===== src/hdl/spa_pkg.sv =====
// shared types and constants for the sparse polynomial adder
// no dependencies; imported by every module of the block
`default_nettype none

package spa_pkg;

	localparam int MAX_TERMS = 32;
	localparam int ADDR_W    = 5;
	localparam int CNT_W     = 6;
	localparam int COEF_W    = 16;
	localparam int SUM_W     = 17;
	localparam int EXP_W     = 10;

	localparam logic [1:0] OP_LOAD_A = 2'd0;
	localparam logic [1:0] OP_LOAD_B = 2'd1;
	localparam logic [1:0] OP_RUN    = 2'd2;

	typedef struct packed {
		logic signed [COEF_W-1:0] coef;
		logic [EXP_W-1:0]         expon;
	} term_t;

	// handoff from the load side to the merge sequencer
	typedef struct packed {
		logic             start;
		logic [CNT_W-1:0] cnt_a;
		logic [CNT_W-1:0] cnt_b;
		logic             lost;
	} run_req_t;

endpackage

`default_nettype wire


===== src/hdl/spa_term_mem.sv =====
// term buffer: one write port, one read port, registered read data
// depends on spa_pkg
`default_nettype none

module spa_term_mem
	import spa_pkg::*;
(
	input  wire logic              clk,
	input  wire logic              we,
	input  wire logic [ADDR_W-1:0] waddr,
	input  wire term_t             wdata,
	input  wire logic [ADDR_W-1:0] raddr,
	output term_t                  rdata
);

	term_t mem [MAX_TERMS];

	always_ff @(posedge clk) begin
		if (we) begin
			mem[waddr] <= wdata;
		end
	end

	always_ff @(posedge clk) begin
		rdata <= mem[raddr];
	end

endmodule

`default_nettype wire


===== src/hdl/spa_merge.sv =====
// merge sequencer: walks both buffers, holds one term back to mark the last,
// and drives the output register; depends on spa_pkg
`default_nettype none

module spa_merge
	import spa_pkg::*;
(
	input  wire logic              clk,
	input  wire logic              arst_n,
	input  wire run_req_t          req,
	input  wire term_t             head_a,
	input  wire term_t             head_b,
	output logic [ADDR_W-1:0]      raddr_a,
	output logic [ADDR_W-1:0]      raddr_b,
	output logic                   busy,
	output logic                   out_valid,
	input  wire logic              out_ready,
	output logic signed [SUM_W-1:0] sum_coef,
	output logic [EXP_W-1:0]       sum_expon,
	output logic                   final_term,
	output logic                   no_terms,
	output logic                   lost_load
);

	localparam logic ST_IDLE  = 1'b0;
	localparam logic ST_MERGE = 1'b1;

	logic                    state_q;
	logic [CNT_W-1:0]        idx_a_q, idx_b_q, idx_a_d, idx_b_d;
	logic [CNT_W-1:0]        na_q, nb_q;
	logic                    lost_q;
	logic                    pend_v_q;
	logic signed [SUM_W-1:0] pend_coef_q;
	logic [EXP_W-1:0]        pend_expon_q;

	logic                    have_a, have_b, done, step, out_free;
	logic                    take_a, take_b, emit, push;
	logic signed [SUM_W-1:0] coef_a, coef_b, new_coef;
	logic [EXP_W-1:0]        new_expon;

	assign out_free = !out_valid || out_ready;
	assign have_a   = idx_a_q < na_q;
	assign have_b   = idx_b_q < nb_q;
	assign done     = !have_a && !have_b;
	assign step     = (state_q == ST_MERGE) && out_free;
	assign coef_a   = SUM_W'(head_a.coef);
	assign coef_b   = SUM_W'(head_b.coef);
	assign busy     = (state_q == ST_MERGE);

	always_comb begin
		take_a    = 1'b0;
		take_b    = 1'b0;
		emit      = 1'b0;
		new_coef  = coef_a;
		new_expon = head_a.expon;
		priority if (have_a && have_b) begin
			if (head_a.expon == head_b.expon) begin
				take_a   = 1'b1;
				take_b   = 1'b1;
				new_coef = coef_a + coef_b;
				// a zero sum cancels out of the result
				emit     = (new_coef != '0);
			end else if (head_a.expon > head_b.expon) begin
				take_a = 1'b1;
				emit   = 1'b1;
			end else begin
				take_b    = 1'b1;
				emit      = 1'b1;
				new_coef  = coef_b;
				new_expon = head_b.expon;
			end
		end else if (have_a) begin
			take_a = 1'b1;
			emit   = 1'b1;
		end else if (have_b) begin
			take_b    = 1'b1;
			emit      = 1'b1;
			new_coef  = coef_b;
			new_expon = head_b.expon;
		end else begin
			emit = 1'b0;
		end
	end

	// read address leads the index so the registered head matches it
	always_comb begin
		if (state_q == ST_IDLE || (step && done)) begin
			idx_a_d = '0;
			idx_b_d = '0;
		end else begin
			idx_a_d = idx_a_q + CNT_W'(step && take_a);
			idx_b_d = idx_b_q + CNT_W'(step && take_b);
		end
	end

	assign raddr_a = idx_a_d[ADDR_W-1:0];
	assign raddr_b = idx_b_d[ADDR_W-1:0];

	// the held term moves out when a newer one arrives or the walk ends
	assign push = step && ((emit && pend_v_q) || done);

	always_ff @(posedge clk or negedge arst_n) begin
		if (!arst_n) begin
			state_q   <= ST_IDLE;
			idx_a_q   <= '0;
			idx_b_q   <= '0;
			na_q      <= '0;
			nb_q      <= '0;
			lost_q    <= 1'b0;
			pend_v_q  <= 1'b0;
			out_valid <= 1'b0;
		end else begin
			idx_a_q <= idx_a_d;
			idx_b_q <= idx_b_d;
			if (push) begin
				out_valid <= 1'b1;
			end else if (out_valid && out_ready) begin
				out_valid <= 1'b0;
			end
			unique case (state_q)
				ST_IDLE: begin
					if (req.start) begin
						state_q <= ST_MERGE;
						na_q    <= req.cnt_a;
						nb_q    <= req.cnt_b;
						lost_q  <= req.lost;
					end
				end
				ST_MERGE: begin
					if (step) begin
						if (done) begin
							state_q  <= ST_IDLE;
							pend_v_q <= 1'b0;
						end else if (emit) begin
							pend_v_q <= 1'b1;
						end
					end
				end
				default: state_q <= ST_IDLE;
			endcase
		end
	end

	always_ff @(posedge clk) begin
		if (step && emit) begin
			pend_coef_q  <= new_coef;
			pend_expon_q <= new_expon;
		end
		if (push) begin
			lost_load <= lost_q;
			if (done) begin
				final_term <= 1'b1;
				no_terms   <= !pend_v_q;
				sum_coef   <= pend_v_q ? pend_coef_q : '0;
				sum_expon  <= pend_v_q ? pend_expon_q : '0;
			end else begin
				final_term <= 1'b0;
				no_terms   <= 1'b0;
				sum_coef   <= pend_coef_q;
				sum_expon  <= pend_expon_q;
			end
		end
	end

	a_idle_no_pend: assert property (@(posedge clk) disable iff (!arst_n)
		(state_q == ST_IDLE) |-> !pend_v_q)
		else $error("held term left over outside a run");

	a_idx_bound: assert property (@(posedge clk) disable iff (!arst_n)
		(state_q == ST_MERGE) |-> (idx_a_q <= na_q && idx_b_q <= nb_q))
		else $error("merge index ran past its buffer count");

	a_stall_holds: assert property (@(posedge clk) disable iff (!arst_n)
		(state_q == ST_MERGE && out_valid && !out_ready) |=>
			($stable(idx_a_q) && $stable(idx_b_q)))
		else $error("merge advanced while output stalled");

	a_end_pushes: assert property (@(posedge clk) disable iff (!arst_n)
		(state_q == ST_MERGE && step && done) |=> (out_valid && final_term))
		else $error("end of run without a final beat");

endmodule

`default_nettype wire


===== src/hdl/sparse_polynomial_add.sv =====
// no input beat is taken while a merge runs; each result passes the held-term
// register, then the output register (an empty sum goes straight there)
// throughput: load beats one per cycle; results at most one per cycle while
// out_ready allows, set by the single read port per buffer
// reset: arst_n clears counts, overflow flag and sequencer; buffers keep
// whatever they held, and only entries written since the last run are read
// top level: load control, two term buffers, merge sequencer
// depends on spa_pkg, spa_term_mem, spa_merge
`default_nettype none

module sparse_polynomial_add
	import spa_pkg::*;
(
	input  wire logic                clk,
	input  wire logic                arst_n,
	input  wire logic                in_valid,
	output logic                     in_ready,
	input  wire logic [1:0]          op,
	input  wire logic signed [COEF_W-1:0] term_coef,
	input  wire logic [EXP_W-1:0]    term_expon,
	output logic                     out_valid,
	input  wire logic                out_ready,
	output logic signed [SUM_W-1:0]  sum_coef,
	output logic [EXP_W-1:0]         sum_expon,
	output logic                     final_term,
	output logic                     no_terms,
	output logic                     lost_load
);

	logic [CNT_W-1:0]  cnt_a_q, cnt_b_q;
	logic              dropped_q;
	logic              busy, acc, load_a, load_b, room_a, room_b;
	logic [ADDR_W-1:0] raddr_a, raddr_b;
	term_t             wterm, head_a, head_b;
	run_req_t          req;

	assign in_ready = !busy;
	assign acc      = in_valid && in_ready;
	assign room_a   = cnt_a_q < CNT_W'(MAX_TERMS);
	assign room_b   = cnt_b_q < CNT_W'(MAX_TERMS);
	assign load_a   = acc && (op == OP_LOAD_A) && room_a;
	assign load_b   = acc && (op == OP_LOAD_B) && room_b;
	assign wterm    = '{coef: term_coef, expon: term_expon};

	assign req.start = acc && (op == OP_RUN);
	assign req.cnt_a = cnt_a_q;
	assign req.cnt_b = cnt_b_q;
	assign req.lost  = dropped_q;

	always_ff @(posedge clk or negedge arst_n) begin
		if (!arst_n) begin
			cnt_a_q   <= '0;
			cnt_b_q   <= '0;
			dropped_q <= 1'b0;
		end else begin
			if (req.start) begin
				cnt_a_q   <= '0;
				cnt_b_q   <= '0;
				dropped_q <= 1'b0;
			end else begin
				if (load_a) begin
					cnt_a_q <= cnt_a_q + CNT_W'(1);
				end
				if (load_b) begin
					cnt_b_q <= cnt_b_q + CNT_W'(1);
				end
				// full buffer: the beat is dropped and remembered
				if (acc && ((op == OP_LOAD_A && !room_a) || (op == OP_LOAD_B && !room_b))) begin
					dropped_q <= 1'b1;
				end
			end
		end
	end

	spa_term_mem u_mem_a (
		.clk   (clk),
		.we    (load_a),
		.waddr (cnt_a_q[ADDR_W-1:0]),
		.wdata (wterm),
		.raddr (raddr_a),
		.rdata (head_a)
	);

	spa_term_mem u_mem_b (
		.clk   (clk),
		.we    (load_b),
		.waddr (cnt_b_q[ADDR_W-1:0]),
		.wdata (wterm),
		.raddr (raddr_b),
		.rdata (head_b)
	);

	spa_merge u_merge (
		.clk        (clk),
		.arst_n     (arst_n),
		.req        (req),
		.head_a     (head_a),
		.head_b     (head_b),
		.raddr_a    (raddr_a),
		.raddr_b    (raddr_b),
		.busy       (busy),
		.out_valid  (out_valid),
		.out_ready  (out_ready),
		.sum_coef   (sum_coef),
		.sum_expon  (sum_expon),
		.final_term (final_term),
		.no_terms   (no_terms),
		.lost_load  (lost_load)
	);

endmodule

`default_nettype wire


===== config.mk =====
export PLATFORM = sky130hd
export DESIGN_NAME = sparse_polynomial_add
export DESIGN_NICKNAME = d
export VERILOG_FILES = /design/src/hdl/spa_pkg.sv /design/src/hdl/spa_term_mem.sv /design/src/hdl/spa_merge.sv /design/src/hdl/sparse_polynomial_add.sv
export SDC_FILE = /design/constraint.sdc
export NUM_CORES = 2
export LEC_CHECK = 0
export ABC_AREA = 1
export BUFFER_PORTS_ARGS = -buffer_cell sky130_fd_sc_hd__buf_4
export CORE_ASPECT_RATIO = 0.9
export CORE_MARGIN = 10
export CORE_UTILIZATION = 30
export CTS_BUF_LIST = sky130_fd_sc_hd__clkbuf_8
export CTS_CLUSTER_DIAMETER = 80
export DETAILED_ROUTE_END_ITERATION = 8
export GPL_TIMING_DRIVEN = 0
export HOLD_SLACK_MARGIN = 0.15
export PLACE_DENSITY = 0.45
export SLEW_MARGIN = 15
export SYNTH_ARGS = -nofsm -noshare
export SYNTH_HDL_FRONTEND = slang
export SYNTH_SLANG_ARGS = --single-unit

===== constraint.sdc =====
create_clock -name clk -period 9.17 [get_ports clk]
set_input_delay 1.834 -clock clk [delete_from_list [all_inputs] [get_ports clk]]
set_output_delay 1.834 -clock clk [all_outputs]
set_load 0.02 [all_outputs]

-- Word-level counts from Yosys, hierarchy flattened
Memories as Yosys holds them, arrays and structs flattened. A register that Yosys moved wholly into a read port is not among the register bits.
Index checks and enable logic that the tools add are counted.
W data, S select, Z words.
- add/subtract/negate cells: 5
- $lt $le $gt $ge: 5
- equality and inequality tests: 3
- mux-type cells: 47
- bitwise operators: 1
- reduce and logical (&&, ||, !) cells: 39
- operator list (operator ; count):
    $mux W17 ; 7
    $mux W10 ; 7
    $mux W6 ; 6
    $mux W1 ; 26
    $logic_and A1 B1 Y1 ; 19
    $add A16 B16 Y17 ; 1
    $reduce_bool A17 Y1 ; 1
    $add A6 B1 Y6 ; 2
    $add A6 B1 Y6 const B ; 2
    $lt A6 B6 Y1 ; 2
    $lt A6 B6 Y1 const B ; 2
    $eq A10 B10 Y1 ; 1
    $gt A10 B10 Y1 ; 1
    $reduce_bool A2 Y1 ; 5
    $logic_not A1 Y1 ; 7
    $logic_or A1 B1 Y1 ; 4
    $reduce_and A3 Y1 ; 1
    $eq A2 B1 Y1 const B ; 1
    $eq A2 B2 Y1 const B ; 1
    $logic_not A2 Y1 ; 1
    $pmux W1 S2 ; 1
    $reduce_and A2 Y1 ; 1
    $not A1 Y1 ; 1
- register bits: 98
- memory bits (writable): 1664
- input port bits: 32
- output and inout bits: 32
- word-level logic and storage cells: 120
- memories kept: 2
- memories (name ; words ; width ; read ports ; clocked after memory_dff ; wr ports ; line ; text):
    u_mem_a.mem ; 32 ; 26 ; 1 ; 1 ; 1 ; spa_term_mem.sv:16 ; term_t mem [MAX_TERMS];
    u_mem_b.mem ; 32 ; 26 ; 1 ; 1 ; 1 ; spa_term_mem.sv:16 ;

-- Longest topological paths before layout
- word-level depth: 8
- depth in mapped cells: 23
- depth with buffers taken out: 20

-- Modules after synthesis
From an unflattened synthesis, not the netlist that was laid out.
- cell total of the unflattened synthesis: 6570
- area, all modules: 74665.4 um^2
- by module, submodules not included (module ; instances ; cells each ; area each (um^2) ; sequential area each (um^2)):
    spa_term_mem ; 2 ; 2882 ; 34119.0 ; 25504.5
    spa_merge ; 1 ; 698 ; 5625.4 ; 2412.3
    sparse_polynomial_add ; 1 ; 108 ; 802.0 ; 325.3

-- Worst setup path after synthesis
Ideal clock, no wire load.
- path kind: input to register
- start: input op[1]
- end: memory u_mem_b.mem[23][0] (netlist name), enable pin
- library setup time: 0.442 ns
- arrival: 4.411 ns
- required time: 8.728 ns
- setup slack: 4.317 ns
- stages: 9
- path buffers: 0
- cells stage by stage: inv_1 nand2_1 nor2_1 nand2_1 inv_1 nand2_1 nor2_1 inv_1 nor3_1
- cells in the longest elaborated chain, start to end: 5
- RTL lines (item ; line ; text):
    start, declared ; sparse_polynomial_add.sv:18 ; input wire logic [1:0] op,
    $eq A2 B1 Y1 ; sparse_polynomial_add.sv:42 ; assign load_b = acc && (op == OP_LOAD_B) && room_b;
    $logic_and A1 B1 Y1 (2 in a row) ; sparse_polynomial_add.sv:42 ;
    $mux W1 ; spa_term_mem.sv:19 ; if (we) begin
    $mux W1 (implied by the code) ; spa_term_mem.sv:20 ; mem[waddr] <= wdata;
    end, declared ; spa_term_mem.sv:16 ;
Every way passes these cells.

-- Worst setup path after layout
- start: register u_mem_b.rdata[6] (netlist name)
- end: register u_mem_b.rdata[12] (netlist name)
- cells in the longest elaborated chain, start to end: 7
- elaborated cells on any way between the ends: 8
- those cells by class: add/sub: 1; order compare: 1; eq/ne: 1; mux: 4; reduce/logical: 1
- RTL lines (item ; line ; text):
    $gt A10 B10 Y1 ; spa_merge.sv:63 ; end else if (head_a.expon > head_b.expon) begin
    $mux W1 ; spa_merge.sv:63 ;
    $mux W1 (*) ; spa_merge.sv:57 ; if (head_a.expon == head_b.expon) begin
    $mux W1 (*) ; spa_merge.sv:56 ; priority if (have_a && have_b) begin
    $logic_and A1 B1 Y1 (*) ; spa_merge.sv:92 ; idx_b_d = idx_b_q + CNT_W'(step && take_b);
    $add A6 B1 Y6 (*) ; spa_merge.sv:92 ;
    $mux W6 (*) ; spa_merge.sv:87 ; if (state_q == ST_IDLE || (step && done)) begin
Mark *: on every way between the ends. The rest lies on a longest branch, timed or not.
A chain may end at the register's enable or synchronous reset.

==> run_results.csv <==
group,metric,value,unit
status,status,"finished, final reports clean",
grt,grt_max_degree,65,
synthesis,yosys-top-cells-count,"inv_1 (1782), edfxtp_1 (1721), nand3_1 (1492), nand2_1 (1285), nand4_1 (838)",
floorplanning,rows,182,
pwr,p_leak,40.06,nW
cts,cts.sinks,1814,
pwr,power,0.03820,W
setup_path,path_cells,"inv_1 > ha_1 > nand2_1 > nor2_1 > o211ai_1 > nand2_1 > nand2_1 > o21ai_1 > clkbuf_1 > nor2_1 > ha_1 > clkbuf_1 > clkbuf_1 > clkbuf_1 > nand4_1 > nand3_1 > nand3_1 > nand3_1 > nand2_1 > nand2_1 > nand2_1",
setup_path,start_kind,"flip-flop",
sta,rsz0062_at_grt,"false",
sta,timing.slew.headroom,0.1047,
sta,period_share,0.7902,
grt,grt_pass1_vias,58830,
synthesis,synth.avg_cell_area,10.19,µm²
setup_path,reg2reg_from,"u_mem_b.rdata[6]",
synthesis,yosysWarningCount,0,
grt,grt_overflow_total,0,
synthesis,synth_edf_count,1721,
pwr,ir_drop,0.0003073,V
run,max-cap-violations,0,
sta,fin_crit,7.246,ns
grt,antenna_found_initial,21,
floorplanning,io_pins,64,
placement,dp_hpwl,216500,µm
cts,numCtsBuffers,342,
cts,clock-root-buffer,"clkbuf_8",
finish,area_delta_synth_final,15.74,%
floorplanning,die-width,572.2,µm
synthesis,yosys_register_bits,1814,
synthesis,synthArstFlopShare,0.02260,
synthesis,synthCells,8084,
floorplanning,core_area,273300,µm²
sta,setup_viol,0,
detailed_routing,routed_wl,317400,µm
sta,fmax,0.1380,GHz
cts,cts-resized-gates,0,
setup_path,path_class,"flip-flop to flip-flop",
pwr,power.density,400.8,nW/µm²
sta,fin_skew,0.05375,ns
floorplanning,design.die.area,295900,µm²
synthesis,synth_area_leaders,"edfxtp_1 (63%), nand3_1 (9.1%), inv_1 (8.1%)",
floorplanning,die_y,517.0,µm
synthesis,synth_top_cell_by_area,"edfxtp_1",
synthesis,yosysTopAreaCellShare,0.6276,
placement,portBuffers,63,
setup_path,end_kind,"flip-flop",
setup_path,arrival,8.16,ns
detailed_routing,num_vias,62270,
cts,post_cts_buffers,0,
min_path,hold_start,"u_merge.lost_q",
finish,instances_no_fill,12400,
setup_path,critPathRequiredTime,10.08,ns
sta,tightest_slew,1.343,ns
floorplanning,start_util,0.3013,
placement,globalplace.congestion,0.9686,
sta,fin_tns_setup,0,ns
grt,gr-usage-all-layers,0.2081,
cts,h-tree-depth,5,
cts,hold_buffers,0,
min_path,min_path_type,"flip-flop to flip-flop",
cts,clockBufferDepth,4,
finish,drive_gt1_frac,0.1009,
synthesis,yosysMostFrequentCell,"inv_1",
synthesis,syn-cell-area,82340,µm²
setup_path,crit_path_top_delay_cell,"clkbuf_1",
synthesis,synthDistinctLibCells,40,
cts,worstSkewPairLatency,1.08,ns
sta,hold_violations,0,
finish,finalNetCount,8650,
grt,grt_pass1_wl,443200,µm
synthesis,synth_seq_area_share,0.6527,
synthesis,synth-main-ff-cell,"edfxtp_1",
sta,hold_ws,0.4478,ns
setup_path,path_common_cell,"nand2_1",
cts,cts_tree,"done",
detailed_routing,detail-route-antenna-nets,0,
placement,place_inst,11810,
cts,clkSlewWorstSetupHoldPaths,0.06,ns
detailed_routing,wl_per_cell,25.60,µm
setup_path,cp-startpoint,"u_mem_b.rdata[6]",
sta,finalMaxSlewViolations,0,
detailed_routing,first_pass_iters,9,
synthesis,syn-num-nets,8165,
detailed_routing,drc,0,
detailed_routing,dr.first_iter.drc_count,7479,
setup_path,crit_path_max_incr_delay,1.03,ns
setup_path,cp_max_fo,10,
detailed_routing,routed_via_density,5.022,
## placed cells by master (no fill, tap or decap), types with 3 or more instances in the layout
cell	netlist	final
a21oi_1	32	32
a22oi_1	3	3
a31oi_1	4	4
buf_1	24	24
buf_12	0	48
buf_16	0	16
buf_2	220	220
buf_4	21	96
buf_6	1	3
bufinv_16	0	4
clkbuf_1	282	271
clkbuf_2	0	11
clkbuf_8	0	362
clkinv_1	2	75
clkinv_2	0	34
clkinvlp_4	0	7
dfrtp_1	41	41
dfxtp_1	52	52
diode_2	0	6
edfxtp_1	1721	1721
ha_1	48	48
inv_1	1782	1880
inv_2	7	8
nand2_1	1285	1284
nand2_2	2	3
nand3_1	1492	1492
nand3_2	5	5
nand3b_1	4	4
nand4_1	838	838
nor2_1	147	88
nor2_4	0	59
nor3_1	9	4
nor3_2	1	6
o211ai_1	10	10
o21ai_0	28	28
xnor2_1	3	3
xor2_1	4	4
## critical path, delay by kind of cell (launching register included)
family / cells / cell delay [ns]
flip-flops: 1 / 0.42
buffers and inverters: 5 / 3.13
adder cells (fa/ha/maj): 2 / 0.66
AND/OR/NAND/NOR: 12 / 2.15
AO/OA/AOI/OAI: 2 / 0.72
## stage by stage
step / area, µm² / util / setup WS, ns
2_1_floorplan: 82340 / - / 4.317
3_3_place_gp: 87310 / 0.3195 / 1.628
6_report: 95310 / 0.3488 / 1.924
3_5_place_dp: 89230 / 0.3265 / 2.029
4_1_cts: 95220 / 0.3484 / 2.198
5_1_grt: 95300 / 0.3487 / 1.810
## routing by layer
metal  global-route usage  vias to the layer above  routed length (µm)
met5                    0                        -                   9
met4              0.07510                        2               12140
met3              0.04401                      502               25740
met2               0.3163                     2642              138400
met1               0.2929                    30780              141200
li1                     -                    28350                   -
## final cells by class
type	instances	area, µm²
clock inverter	218	1005
clock buffer	362	4982
fill	27740	178000
sequential	1814	53750
multi-input combinational	3931	19930
antenna	6	15.01
buffer	548	2432
inverter	1791	6723
tap	3588	4489
timing repair buffer	141	1987
## where the power goes
| part | total [W] | internal [W] | switching [W] | leakage (nW) |
|---|---|---|---|---|
| Sequential | 0.00978 | 0.00958 | 0.000199 | 16.5 |
| Clock | 0.00724 | 0.00373 | 0.00351 | 3.44 |
| Combinational | 0.0212 | 0.00516 | 0.0160 | 20.1 |
## final timing paths
check | endpoint | slack (ns) | cells past startpoint
worst max-delay path | u_mem_b.rdata[12] | 1.92 | 21
worst min-delay path | u_merge.lost_load | 0.45 | 0
worst max register to register | u_mem_b.rdata[12] | 1.92 | 21
worst min register to register | u_merge.lost_load | 0.45 | 0
max in group asynchronous | u_merge.nb_q[3] | 7.82 | 1
min in group asynchronous | u_merge.out_valid | 0.79 | 1
## cell families after synthesis
kind of cell               Yosys count  synth area share
xor gates and xnor gates             7         0.0007446
AOI/OAI and AO/OA                   84          0.005759
adders and majority gates           49          0.007537
DFF                               1814            0.6527
buffers and inverters             2339            0.1110
muxes                                1         0.0001367
and+or+nand+nor                   3790            0.2221
## state kept, by name (all words and copies together), names as in the netlist, 10 cells and up
| name | flops |
|---|---|
| u_mem_a.mem | 832 |
| u_mem_b.mem | 832 |
| u_mem_a.rdata | 26 |
| u_mem_b.rdata | 26 |
| u_merge.pend_coef_q | 17 |
| u_merge.sum_coef | 17 |
| u_merge.pend_expon_q | 10 |
| u_merge.sum_expon | 10 |
No activity file was read; power rests on OpenSTA's default activity.
